**config.mk**
```make
export PLATFORM = sky130hd
export DESIGN_NAME = trimmed_moving_average_unit
export DESIGN_NICKNAME = d
export VERILOG_FILES = /design/src/rtl/tma_pkg.sv /design/src/rtl/tma_ctrl.sv /design/src/rtl/tma_dp.sv /design/src/rtl/trimmed_moving_average_unit.sv
export SDC_FILE = /design/constraint.sdc
export NUM_CORES = 1
export LEC_CHECK = 0
export BUFFER_PORTS_ARGS = -buffer_cell sky130_fd_sc_hd__buf_4
export CAP_MARGIN = 20
export CORE_MARGIN = 1
export CORE_UTILIZATION = 56
export CTS_CLUSTER_SIZE = 20
export DETAILED_ROUTE_END_ITERATION = 10
export PLACE_DENSITY = 0.77
export RECOVER_POWER = 25
export SLEW_MARGIN = 20
export SYNTH_ARGS = -nofsm -noshare
export SYNTH_HDL_FRONTEND = slang
export SYNTH_SLANG_ARGS = --single-unit
```
**constraint.sdc**
```tcl
create_clock -name clk -period 15.65 [get_ports clk]
set_clock_uncertainty 0.15 [all_clocks]
set_input_delay 1.565 -clock clk [delete_from_list [all_inputs] [get_ports clk]]
set_output_delay 1.565 -clock clk [all_outputs]
set_load 0.01 [all_outputs]
```
**src/rtl/tma_pkg.sv**
```systemverilog
// Shared widths, limits and controller/datapath interface types for the trimmed average unit.
package tma_pkg;

  // Field widths
  localparam int SAMPLE_W   = 13;
  localparam int FRAC_W     = 8;
  localparam int TSUM_W     = 17;
  localparam int TMEAN_W    = 21;
  localparam int IN_DATA_W  = 16;
  localparam int OUT_DATA_W = 40;

  // Output saturation limits
  localparam int TSUM_MAX  = 65535;
  localparam int TSUM_MIN  = -65536;
  localparam int TMEAN_MAX = 1048575;
  localparam int TMEAN_MIN = -1048576;

  // Commands from the controller to the datapath
  typedef struct packed {
    logic cap;   // write the accepted sample into the window
    logic scan;  // read one window entry
    logic trim;  // form sum minus max minus min
    logic prep;  // load the divider input
    logic step;  // multiply by the scaled reciprocal of 2*(WINDOW-2)
    logic load;  // load the output register
  } tma_cmd_t;

  // Status from the datapath to the controller
  typedef struct packed {
    logic scan_last;  // last window entry is being read
    logic out_free;   // output register can take a new request
  } tma_stat_t;

endpackage

```
**src/rtl/tma_ctrl.sv**
```systemverilog
// Controller state machine of the trimmed average unit.
module tma_ctrl import tma_pkg::*; (
  input  logic      clk,
  input  logic      rst_n,
  input  logic      in_tvalid,
  output logic      in_tready,
  input  tma_stat_t stat,
  output tma_cmd_t  cmd
);

  typedef enum logic [2:0] {
    S_IDLE,
    S_SCAN,
    S_DRAIN,
    S_TRIM,
    S_PREP,
    S_DIV,
    S_OUT
  } state_t;

  state_t state_r, state_nxt;
  logic   in_rdy_r;

  assign in_tready = in_rdy_r;

  // Command decode
  always_comb begin
    cmd      = '0;
    cmd.cap  = (state_r == S_IDLE) && in_tvalid && in_rdy_r;
    cmd.scan = (state_r == S_SCAN);
    cmd.trim = (state_r == S_TRIM);
    cmd.prep = (state_r == S_PREP);
    cmd.step = (state_r == S_DIV);
    cmd.load = (state_r == S_OUT) && stat.out_free;
  end

  // Next state
  always_comb begin
    state_nxt = state_r;
    case (state_r)
      S_IDLE:  if (cmd.cap) state_nxt = S_SCAN;
      S_SCAN:  if (stat.scan_last) state_nxt = S_DRAIN;
      S_DRAIN: state_nxt = S_TRIM;
      S_TRIM:  state_nxt = S_PREP;
      S_PREP:  state_nxt = S_DIV;
      S_DIV:   state_nxt = S_OUT;
      S_OUT:   if (stat.out_free) state_nxt = S_IDLE;
      default: state_nxt = S_IDLE;
    endcase
  end

  // State and registered ready
  always_ff @(posedge clk) begin
    if (!rst_n) begin
      state_r  <= S_IDLE;
      in_rdy_r <= 1'b1;
    end else begin
      state_r  <= state_nxt;
      in_rdy_r <= (state_nxt == S_IDLE);
    end
  end

endmodule

```
**src/rtl/tma_dp.sv**
```systemverilog
// Datapath of the trimmed average unit: window memory, scan accumulators, divider, output register.
module tma_dp import tma_pkg::*; #(
  parameter int WINDOW = 16
) (
  input  logic                  clk,
  input  logic                  rst_n,
  input  tma_cmd_t              cmd,
  output tma_stat_t             stat,
  input  logic [IN_DATA_W-1:0]  in_tdata,
  output logic                  out_tvalid,
  input  logic                  out_tready,
  output logic [OUT_DATA_W-1:0] out_tdata
);

  localparam int AW      = $clog2(WINDOW);
  localparam int SUM_W   = SAMPLE_W + AW;
  localparam int TRIM_W  = SUM_W + 1;
  // |trimmed| <= (WINDOW-2) * 4096 < 2^(SUM_W-1)
  localparam int MAG_W   = SUM_W - 1;
  localparam int NUM_W   = MAG_W + FRAC_W + 2;
  localparam int DIVISOR = WINDOW - 2;
  localparam int D2      = 2 * DIVISOR;
  // Reciprocal of D2, exact floor division for any numerator below 2^NUM_W
  localparam int REC_SH  = NUM_W + $clog2(D2);
  localparam int REC_W   = NUM_W + 2;
  localparam logic [REC_W-1:0] REC_M =
      REC_W'(((64'd1 << REC_SH) + 64'(D2 - 1)) / 64'(D2));
  localparam int PROD_W  = NUM_W + REC_W;
  localparam int QUO_W   = PROD_W - REC_SH;
  localparam int PAD_W   = OUT_DATA_W - TSUM_W - TMEAN_W;

  // Window store and its valid bits
  logic signed [SAMPLE_W-1:0] win_mem [WINDOW];
  logic [WINDOW-1:0]          vld_r;
  logic [AW-1:0]              wp_r;
  logic [AW-1:0]              rd_addr_r;
  logic signed [SAMPLE_W-1:0] rd_data_r;
  logic                       rd_vld_r;
  logic                       acc_en_r;
  logic                       first_r;

  // Accumulators
  logic signed [SUM_W-1:0]    sum_r;
  logic signed [SAMPLE_W-1:0] hi_r;
  logic signed [SAMPLE_W-1:0] lo_r;
  logic signed [SAMPLE_W-1:0] cur;

  // Trim and divider
  logic signed [TRIM_W-1:0]   trim_r;
  logic [TRIM_W-1:0]          mag;
  logic                       neg_r;
  logic [NUM_W-1:0]           num_r;
  logic [PROD_W-1:0]          prod;
  logic [QUO_W-1:0]           quo_r;

  // Output stage
  logic signed [31:0]         t32;
  logic [31:0]                q32;
  logic signed [31:0]         sum_sat;
  logic signed [31:0]         mean_sat;
  logic                       out_vld_r;
  logic [OUT_DATA_W-1:0]      out_data_r;

  assign stat.scan_last = (rd_addr_r == AW'(WINDOW - 1));
  assign stat.out_free  = !out_vld_r || out_tready;

  // Memory write and registered read
  always_ff @(posedge clk) begin
    if (cmd.cap) begin
      win_mem[wp_r] <= signed'(in_tdata[SAMPLE_W-1:0]);
    end
    rd_data_r <= win_mem[rd_addr_r];
  end

  // Window control: write position, valid bits, scan address
  always_ff @(posedge clk) begin
    if (!rst_n) begin
      vld_r     <= '0;
      wp_r      <= '0;
      rd_addr_r <= '0;
      rd_vld_r  <= 1'b0;
      acc_en_r  <= 1'b0;
      first_r   <= 1'b0;
    end else begin
      rd_vld_r <= vld_r[rd_addr_r];
      acc_en_r <= cmd.scan;
      first_r  <= cmd.scan && (rd_addr_r == '0);
      if (cmd.cap) begin
        vld_r[wp_r] <= 1'b1;
        wp_r        <= (wp_r == AW'(WINDOW - 1)) ? '0 : wp_r + AW'(1);
        rd_addr_r   <= '0;
      end else if (cmd.scan && !stat.scan_last) begin
        rd_addr_r <= rd_addr_r + AW'(1);
      end
    end
  end

  // Never-written entries read as zero
  assign cur = rd_vld_r ? rd_data_r : '0;

  // Sum, max and min over the scan
  always_ff @(posedge clk) begin
    if (acc_en_r) begin
      if (first_r) begin
        sum_r <= SUM_W'(cur);
        hi_r  <= cur;
        lo_r  <= cur;
      end else begin
        sum_r <= sum_r + SUM_W'(cur);
        if (cur > hi_r) hi_r <= cur;
        if (cur < lo_r) lo_r <= cur;
      end
    end
  end

  // Trimmed sum, then divider load; rounding offset added before dividing by 2*(WINDOW-2)
  assign mag = trim_r[TRIM_W-1] ? TRIM_W'(-trim_r) : TRIM_W'(trim_r);

  // Division by the constant as a multiply by its scaled reciprocal
  assign prod = PROD_W'(num_r) * PROD_W'(REC_M);

  always_ff @(posedge clk) begin
    if (cmd.trim) begin
      trim_r <= TRIM_W'(sum_r) - TRIM_W'(hi_r) - TRIM_W'(lo_r);
    end
    if (cmd.prep) begin
      neg_r <= trim_r[TRIM_W-1];
      num_r <= NUM_W'({mag[MAG_W-1:0], {(FRAC_W + 1){1'b0}}}) + NUM_W'(DIVISOR);
    end
    if (cmd.step) begin
      quo_r <= prod[PROD_W-1:REC_SH];
    end
  end

  // Saturation of both results
  assign t32 = 32'(trim_r);
  assign q32 = 32'(quo_r);

  always_comb begin
    if (t32 > TSUM_MAX) begin
      sum_sat = TSUM_MAX;
    end else if (t32 < TSUM_MIN) begin
      sum_sat = TSUM_MIN;
    end else begin
      sum_sat = t32;
    end
    if (neg_r) begin
      mean_sat = (q32 > 32'(-TMEAN_MIN)) ? TMEAN_MIN : -signed'(q32);
    end else begin
      mean_sat = (q32 > 32'(TMEAN_MAX)) ? TMEAN_MAX : signed'(q32);
    end
  end

  // Output register
  always_ff @(posedge clk) begin
    if (!rst_n) begin
      out_vld_r <= 1'b0;
    end else if (cmd.load) begin
      out_vld_r <= 1'b1;
    end else if (out_tready) begin
      out_vld_r <= 1'b0;
    end
  end

  always_ff @(posedge clk) begin
    if (cmd.load) begin
      out_data_r <= {{PAD_W{1'b0}}, mean_sat[TMEAN_W-1:0], sum_sat[TSUM_W-1:0]};
    end
  end

  assign out_tvalid = out_vld_r;
  assign out_tdata  = out_data_r;

endmodule

```
**src/rtl/trimmed_moving_average_unit.sv**
```systemverilog
// Top level of the trimmed moving average unit: controller plus datapath.
//
//  channel | direction | tdata bits, lowest first
//  in_     | slave     | [12:0] sample, [15:13] zero
//  out_    | master    | [16:0] trimmed_sum, [37:17] trimmed_mean, [39:38] zero
//
//  Each sample is processed with one read of the window memory per entry, then one multiply
//  by the reciprocal of 2*(WINDOW-2).
//  in_tready is high only while idle; a finished result waits in the output register, and the
//  next sample is taken meanwhile, but a new result waits until that register is free.
//  Reset (rst_n low, synchronous) clears the per-entry valid bits, so the window reads as zeros.
module trimmed_moving_average_unit import tma_pkg::*; #(
  parameter int WINDOW = 16
) (
  input  logic                  clk,
  input  logic                  rst_n,
  input  logic                  in_tvalid,
  output logic                  in_tready,
  input  logic [IN_DATA_W-1:0]  in_tdata,   // [12:0] sample
  output logic                  out_tvalid,
  input  logic                  out_tready,
  output logic [OUT_DATA_W-1:0] out_tdata   // [16:0] trimmed_sum, [37:17] trimmed_mean
);

  tma_cmd_t  cmd;
  tma_stat_t stat;

  tma_ctrl u_ctrl (
    .clk       (clk),
    .rst_n     (rst_n),
    .in_tvalid (in_tvalid),
    .in_tready (in_tready),
    .stat      (stat),
    .cmd       (cmd)
  );

  tma_dp #(
    .WINDOW (WINDOW)
  ) u_dp (
    .clk        (clk),
    .rst_n      (rst_n),
    .cmd        (cmd),
    .stat       (stat),
    .in_tdata   (in_tdata),
    .out_tvalid (out_tvalid),
    .out_tready (out_tready),
    .out_tdata  (out_tdata)
  );

`ifndef SYNTHESIS
  // A taken request keeps the input closed while the window is scanned
  a_busy_after_accept: assert property (@(posedge clk) disable iff (!rst_n)
    (in_tvalid && in_tready) |=> !in_tready)
    else $error("input ready right after an accepted request");

  // A zero trimmed sum gives a zero mean
  a_zero_mean: assert property (@(posedge clk) disable iff (!rst_n)
    (out_tvalid && (out_tdata[16:0] == 17'd0)) |-> (out_tdata[37:17] == 21'd0))
    else $error("nonzero mean for zero trimmed sum");

  // The mean carries the sign of a nonzero trimmed sum
  a_mean_sign: assert property (@(posedge clk) disable iff (!rst_n)
    (out_tvalid && (out_tdata[16:0] != 17'd0)) |-> (out_tdata[37] == out_tdata[16]))
    else $error("mean sign differs from trimmed sum sign");

  // Controller only loads a result into a free output register
  a_load_free: assert property (@(posedge clk) disable iff (!rst_n)
    cmd.load |-> (!out_tvalid || out_tready))
    else $error("result loaded over a pending request");
`endif

endmodule

```
==> results of run 1 <==
## path summary, 6_finish.rpt
path	startpoint	endpoint	slack (ns)	depth (start not counted)
worst max-delay path	u_dp.num_r[24]$_DFFE_PN_	u_dp.quo_r[20]$_DFFE_PP_	9.35	18
worst min-delay path	u_dp.vld_r[7]$_SDFFE_PN0P_	u_dp.vld_r[7]$_SDFFE_PN0P_	0.32	1
worst max register to register	u_dp.num_r[24]$_DFFE_PN_	u_dp.quo_r[20]$_DFFE_PP_	9.35	18
worst min register to register	u_dp.vld_r[7]$_SDFFE_PN0P_	u_dp.vld_r[7]$_SDFFE_PN0P_	0.32	1
## final cells by class
class / count / area share
timing repair buffer: 74 / 0.02155
tap: 525 / 0.02649
sequential: 391 / 0.4557
multi-input combinational: 1085 / 0.4184
clock buffer: 46 / 0.04128
inverter: 179 / 0.02720
clock inverter: 25 / 0.009335
## routing by layer
layer | routed length (µm) | GRT usage | part of all wire | up-vias
met5 | 0 | 0 | 0 | -
met1 | 18240 | 0.2833 | 0.39 | 6767
li1 | - | - | - | 6403
met4 | 1921 | 0.09882 | 0.041 | 0
met3 | 2623 | 0.03966 | 0.056 | 120
met2 | 24130 | 0.4207 | 0.51 | 428
## critical path, delay by kind of cell, from the launching register on
family	cells	cell delay [ns]
xor+xnor	1	0.13
compound gates	6	1.48
buf+inv	2	0.11
fa+ha+maj	7	3.28
simple gates	2	0.41
flops	1	0.51
## state kept, by name, indices dropped and copies added (netlist names), 16 cells and up
register        count
u_dp.num_r         16
u_dp.out_tdata     38
u_dp.quo_r         22
u_dp.sum_r         17
u_dp.trim_r        18
u_dp.vld_r         16
u_dp.win_mem      208
## cells in the final DEF, fill, tap and decap left out, drive strengths merged, types with 9 or more instances in the layout
master	Yosys	routed
o21a	21	21
clkbuf	36	61
a21o	48	48
nand3	18	18
and2	19	19
fa	85	85
o21bai	12	12
a21oi	80	80
o21ai	74	74
buf	14	59
o311ai	15	15
ha	218	218
edfxtp	346	346
nand2	88	88
inv	178	180
mux4	70	70
nor2	92	92
a31oi	10	10
nand4	9	9
clkinv	1	21
or3	10	10
nor2b	17	17
nor3	29	29
nand2b	18	18
xor2	16	16
xnor2	49	49
dfxtp	45	45
## where the power goes
part / internal (µW) / total, µW / switching (µW)
Clock: 523 / 927 / 404
Combinational: 87.4 / 194 / 106
Sequential: 1160 / 1180 / 14.7
Total: 1770 / 2300 / 525
## cells by family after synthesis
logic type | count (synthesis) | share of synthesized area
DFF | 391 | 0.5023
and+or+nand+nor | 327 | 0.07108
AOI/OAI and AO/OA | 313 | 0.09211
adders and majority gates | 303 | 0.1970
buffers and inverters | 229 | 0.03963
muxes | 75 | 0.07241
xor gates and xnor gates | 65 | 0.02532
other | 1 | 0.0001668
## stage by stage
step | std cells | worst slack [ns] | util
after floorplan | 1705 | 10.12 | -
after global placement | 2251 | 9.358 | 0.5936
after detailed placement | 2252 | 9.263 | 0.5940
after CTS | 2323 | 9.264 | 0.6257
after global routing | 2325 | 9.099 | 0.6255
final | 2325 | 9.349 | 0.6255
==> results.txt, run 1 <==
----------------------------------------------------
[Setup path]
  CP most frequent cell ... sky130_fd_sc_hd__fa_1
  Required time worst endpoint ... 15.81 ns
  Arrival time worst endpoint ... 6.46 ns
  Cells along the critical path ... ha_1, fa_1, fa_1, inv_1, fa_1, fa_1, inv_1, ha_1, ha_1, nand2_1, nor4_1, o21ai_0, a21oi_1, a31oi_1, a21oi_1, a21o_1, a21oi_1, xnor2_1
  Startpoint Class ... flip-flop
  Delay of the slowest cell on the worst path ... 0.62 ns
  Type of destination of the critical path ... flip-flop
  Type of the worst setup path ... flip-flop to flip-flop
  Peak fanout along the critical path ... 4
  Critical path's slowest cell ... sky130_fd_sc_hd__fa_1

[Timing]
  Slew of the pin with the lowest slew margin ... 1.347 ns
  Max-slew violations ... 0
  Setup Viol. Count Final ... 0
  Hold_ws ... 0.3156 ns
  Highest achievable clock rate ... 0.1587 GHz
  Final clock period utilization by the worst path ... 0.4026
  Final hold violation count ... 0
  Setup repair after global routing missed its margin ... false
  Final critical-path required period ... 6.301 ns
  Setup_tns ... 0 ns
  Max transition margin ... 0.1021

[Synthesis]
  Post-synth cell types ... 75
  Combined area of all synthesized cells ... 0.02248 mm²
  Fraction of post-synthesis cell area in the top cell type by area ... 0.4622
  Total number of yosys warnings ... 0
  Post-Synthesis Mean Instance Area ... 13.19 µm²
  Register area share after synthesis ... 0.5023
  Number of flip-flops and latches in the synthesized netlist ... 391
  Most used standard cells in the synthesized netlist ... sky130_fd_sc_hd__edfxtp_1 (346), sky130_fd_sc_hd__ha_1 (218), sky130_fd_sc_hd__inv_1 (177)
  Synth top area cells ... sky130_fd_sc_hd__edfxtp_1 (46%), sky130_fd_sc_hd__ha_1 (12%), sky130_fd_sc_hd__fa_1 (7.6%)
  Most instantiated flip-flop cell in the synthesis netlist ... sky130_fd_sc_hd__edfxtp_1
  Top-count cell post-synth ... sky130_fd_sc_hd__edfxtp_1
  Gate count of the mapped netlist ... 1704
  Post-synth top area cell ... sky130_fd_sc_hd__edfxtp_1
  Share of synthesized registers carrying an async set or reset ... 0
  Number of enable-type register cells in the synthesized netlist ... 346

[Route]
  Vias post-DR ... 13718
  Remaining number of nets flagged by the antenna check after routing ... 0
  Iteration count of the initial detailed-routing pass ... 7
  DR iter-0 viols ... 976
  Routed wire length per instance ... 20.18 µm
  DR DRC count ... 0
  Routed vias/inst ... 5.900
  Wirelength, routed ... 46.91 mm

[Clock tree]
  Root Driver ... sky130_fd_sc_hd__clkbuf_16
  Post-CTS setup buffer count ... 0
  Number of hold buffers added after CTS ... 0
  Level count of the clock H-tree ... 2
  CTS tree ... done
  Number of sinks on the clock net ... 391
  Number of buffers inserted during clock tree synthesis ... 40
  Longest Clk Path Bufs ... 3
  Worst-skew pair later-pin latency ... 0.58 ns
  Post-CTS resize count ... 0
  Clock-pin slew of the registers on the worst-case setup and hold paths ... 0.06 ns

[Floorplanning]
  Area enclosed by the die boundary ... 0.04095 mm²
  Area of the core region ... 0.03964 mm²
  Number of ports placed on the die boundary ... 62
  Die Y-Extent ... 202.4 µm
  Die width ... 202.4 µm
  Starting density of the core ... 0.5671
  Floorplan row count ... 73

[Final layout]
  Layout Cell Area excl Fill ... 0.02480 mm²
  Area taken by multi-input logic gates ... 0.01038 mm²
  Sequential standard cell area ... 0.01130 mm²
  Share of post-route cells with drive strength above 1 ... 0.1206
  Number of antenna diodes ... 0
  Total number of nets in the final design ... 2094
  Filler cell count ... 2930
  Syn-to-layout area delta ... 10.30%

[Flow run]
  Max-capacitance violation count ... 0

[Global routing]
  Vias in the first global route ... 14236
  First-pass GRT wire length ... 74.95 mm
  GRT Util Overall ... 0.2365
  Total congestion overflow ... 0
  Maximum number of pins on one net before global-route repair ... 61
  Number of antenna violations at the first check in global routing ... 0

[Run status]
  Outcome ... completed

[Placed design]
  Placed Area ... 0.02355 mm²
  Port buffer count ... 56
  Detailed placer's ending HPWL ... 31.73 mm
  Routability congestion estimate from global placement ... 0.9137

[Power and ir drop]
  Final total power ... 2296 µW
  Worst voltage drop across the vdd grid ... 122.0 µV
  Power Density ... 92.59 mW/mm²
  Total leakage power ... 0.009828 µW

[Min path]
  Worst hold path class ... flip-flop to flip-flop

----------------------------------------------------
(Power assumes the default switching activity.)
==> run 2: changes to the inputs <==
Clock period 15.65 ns to 6 ns, I/O delays scaled along.
==> run 2 against run 1 <==
Against the previous run:
- critical path depth up 1
- die area is the same
- combinational power grew to 2.5 times the previous value
- first-iteration DRC count decreased by 19%
- critical path type unchanged
- largest power group unchanged
- highest routed layer unchanged
==> results.txt, run 2 (same netlist as run 1, synthesis figures left out) <==
----------------------------------------------------
[Final layout]
  Number of flip-flops in the largest register ... 208 (unchanged)
  Register bank with the most flops ... u_dp.win_mem
  Layout Cell Area excl Fill ... 0.02507 mm² (+1.1%)
  Most frequent cells in the layout ... sky130_fd_sc_hd__edfxtp_1 (346), sky130_fd_sc_hd__ha_1 (214), sky130_fd_sc_hd__inv_1 (175), sky130_fd_sc_hd__nor2_1 (88), sky130_fd_sc_hd__nand2_1 (86)
  Number of antenna diodes ... 0 (unchanged)
  Most common cell after layout, fill and taps aside ... sky130_fd_sc_hd__edfxtp_1
  Share of post-route cells with drive strength above 1 ... 0.1453 (+0.02473)
  Total number of nets in the final design ... 2118 (+1.1%)
  Syn-to-layout area delta ... 11.51%
  Post-route non-filler standard cell count ... 2349 (+1.0%)

[Route]
  DR DRC count ... 0 (unchanged)
  Remaining number of nets flagged by the antenna check after routing ... 0 (unchanged)
  Routed vias/inst ... 5.829 (-1.2%)
  Iteration count of the initial detailed-routing pass ... 5 (-2)
  Routed wire length per instance ... 19.95 µm (-1.1%)
  Vias post-DR ... 13693 (-0.18%)
  Wirelength, routed ... 46.87 mm (about the same)
  DR iter-0 viols ... 787 (-19%)

[Global routing]
  Number of antenna violations at the first check in global routing ... 1 (+1)
  Total congestion overflow ... 0 (unchanged)
  First-pass GRT wire length ... 74.40 mm (-0.74%)
  Vias in the first global route ... 14296 (+0.42%)
  Maximum number of pins on one net before global-route repair ... 61 (unchanged)
  GRT Util Overall ... 0.2348 (-0.001620)

[Power and ir drop]
  Power Density ... 238.2 mW/mm² (+160%)
  Total leakage power ... 0.009957 µW (+1.3%)
  Worst voltage drop across the vdd grid ... 251.8 µV (+110%)
  Final total power ... 5971 µW (+160%)

[Min path]
  Worst hold path class ... input pin to flip-flop

[Clock tree]
  Root Driver ... sky130_fd_sc_hd__clkbuf_16
  Number of sinks on the clock net ... 391 (unchanged)
  Level count of the clock H-tree ... 2 (unchanged)
  Longest Clk Path Bufs ... 3 (unchanged)
  Number of buffers inserted during clock tree synthesis ... 40 (unchanged)
  Worst-skew pair later-pin latency ... 0.59 ns (about the same)
  Clock-pin slew of the registers on the worst-case setup and hold paths ... 0.06 ns (about the same)
  CTS tree ... done
  Number of hold buffers added after CTS ... 0 (unchanged)

[Placed design]
  # placed instances ... 2274 (+0.98%)
  Routability congestion estimate from global placement ... 0.8680 (-5.0%)
  Placed Area ... 0.02371 mm² (+0.67%)
  Port buffer count ... 56 (unchanged)
  Detailed placer's ending HPWL ... 31.86 mm (+0.41%)

[Run status]
  Outcome ... completed

[Setup path]
  Required time worst endpoint ... 6.15 ns (-9.66 ns)
  CP most frequent cell ... sky130_fd_sc_hd__fa_1
  Startpoint Class ... flip-flop
  Cells along the critical path ... ha_2, fa_2, fa_1, inv_1, fa_1, fa_1, inv_1, ha_1, ha_1, nand2_1, nor2_1, nand4_1, a311o_1, and3_4, nor4_2, buf_4, nor2_1, o21ai_1, xor2_1
  Delay of the slowest cell on the worst path ... 0.58 ns (-0.04 ns)
  Type of destination of the critical path ... flip-flop
  Critical path's slowest cell ... sky130_fd_sc_hd__fa_1
  Arrival time worst endpoint ... 5.95 ns (-0.51 ns)
  Type of the worst setup path ... flip-flop to flip-flop
  Peak fanout along the critical path ... 4 (unchanged)

[Timing]
  Max-slew violations ... 0 (unchanged)
  Slew of the pin with the lowest slew margin ... 1.119 ns (-0.2278 ns)
  Final clock period utilization by the worst path ... 0.9672 (+0.5646)
  Setup Viol. Count Final ... 0 (unchanged)
  Max transition margin ... 0.2530 (+0.1509)
  Hold_ws ... 0.2411 ns (-0.07458 ns)
  Highest achievable clock rate ... 0.1723 GHz (+8.6%)
  Final critical-path required period ... 5.803 ns (-0.4980 ns)
  Final hold violation count ... 0 (unchanged)
  Setup repair after global routing missed its margin ... true

[Floorplanning]
  Die width ... 202.4 µm (unchanged)
  Area enclosed by the die boundary ... 0.04095 mm² (unchanged)
  Number of ports placed on the die boundary ... 62 (unchanged)
  Die Y-Extent ... 202.4 µm (unchanged)
  Area of the core region ... 0.03964 mm² (unchanged)
  Floorplan row count ... 73 (unchanged)
  Starting density of the core ... 0.5671 (unchanged)

[Flow run]
  Max-capacitance violation count ... 0 (unchanged)

----------------------------------------------------
## run 2: cell count changes in the layout (fill, tap and decap cells not counted), moves of 3 or more
cell,before,now
sky130_fd_sc_hd__fa_2,0,3
sky130_fd_sc_hd__fa_1,85,82
sky130_fd_sc_hd__a21oi_1,80,77
sky130_fd_sc_hd__and2_0,9,0
sky130_fd_sc_hd__a21oi_2,0,3
sky130_fd_sc_hd__ha_1,218,214
sky130_fd_sc_hd__ha_2,0,3
sky130_fd_sc_hd__and2_1,10,19
sky130_fd_sc_hd__buf_4,56,84
sky130_fd_sc_hd__clkinv_1,13,8
## run 2: worst paths after layout
kind,from,to,cells after the start,slack (ns)
setup reg to reg,u_dp.num_r[24]$_DFFE_PN_,u_dp.quo_r[21]$_DFFE_PP_,19,0.20
hold reg to reg,u_dp.vld_r[2]$_SDFFE_PN0P_,u_dp.vld_r[2]$_SDFFE_PN0P_,1,0.31
hold / removal,rst_n,u_dp.vld_r[4]$_SDFFE_PN0P_,2,0.24
setup / recovery,u_dp.num_r[24]$_DFFE_PN_,u_dp.quo_r[21]$_DFFE_PP_,19,0.20
## run 2: repair_timing
action,in CTS,in global routing
setup endpoints to repair,1,9
buffers inserted,0,3
gates resized for setup,1,21
pin swaps,0,4
## run 2: layout make-up
type | instances | area [µm²]
clock buffer | 50 | 1049
clock inverter | 21 | 221.5
fill | 2864 | 14570
inverter | 179 | 674.4
multi-input combinational | 1085 | 10460
sequential | 391 | 11300
tap | 525 | 656.9
timing repair buffer | 98 | 706.9
## run 2: metrics by stage
step                      TNS (ns)  setup WS (ns)  utilization
after detailed placement         0        0.01441       0.5980
after global placement           0         0.1346       0.5980
after floorplan                  0         0.4672            -
after CTS                        0        0.02941       0.6301
final                            0         0.1966       0.6324
after global routing      -0.04997       -0.04789       0.6324
## run 2: layer usage
| layer | routed length (µm) | vias up | share of wire | track usage |
|---|---|---|---|---|
| met2 | 24750 | 389 | 0.53 | 0.4231 |
| met3 | 2379 | 114 | 0.051 | 0.03773 |
| met4 | 1748 | 0 | 0.037 | 0.1010 |
| li1 | - | 6432 | - | - |
| met5 | 0 | - | 0 | 0 |
| met1 | 18000 | 6758 | 0.38 | 0.2768 |
## run 2: worst max-delay path, delay by kind of cell (launching register included)
| family | cells | cell delay [ns] |
|---|---|---|
| AOI/OAI and AO/OA | 2 | 0.51 |
| DFF | 1 | 0.44 |
| adders and majority gates | 7 | 3.18 |
| buffers and inverters | 3 | 0.28 |
| xor gates and xnor gates | 1 | 0.09 |
| and+or+nand+nor | 6 | 0.87 |
## run 2: where the power goes
group | switching [µW] | leakage, µW | internal (µW)
Combinational | 262 | 0.00584 | 228
Clock | 1060 | 0.000615 | 1350
Sequential | 47.9 | 0.00350 | 3030
Total | 1370 | 0.00996 | 4600
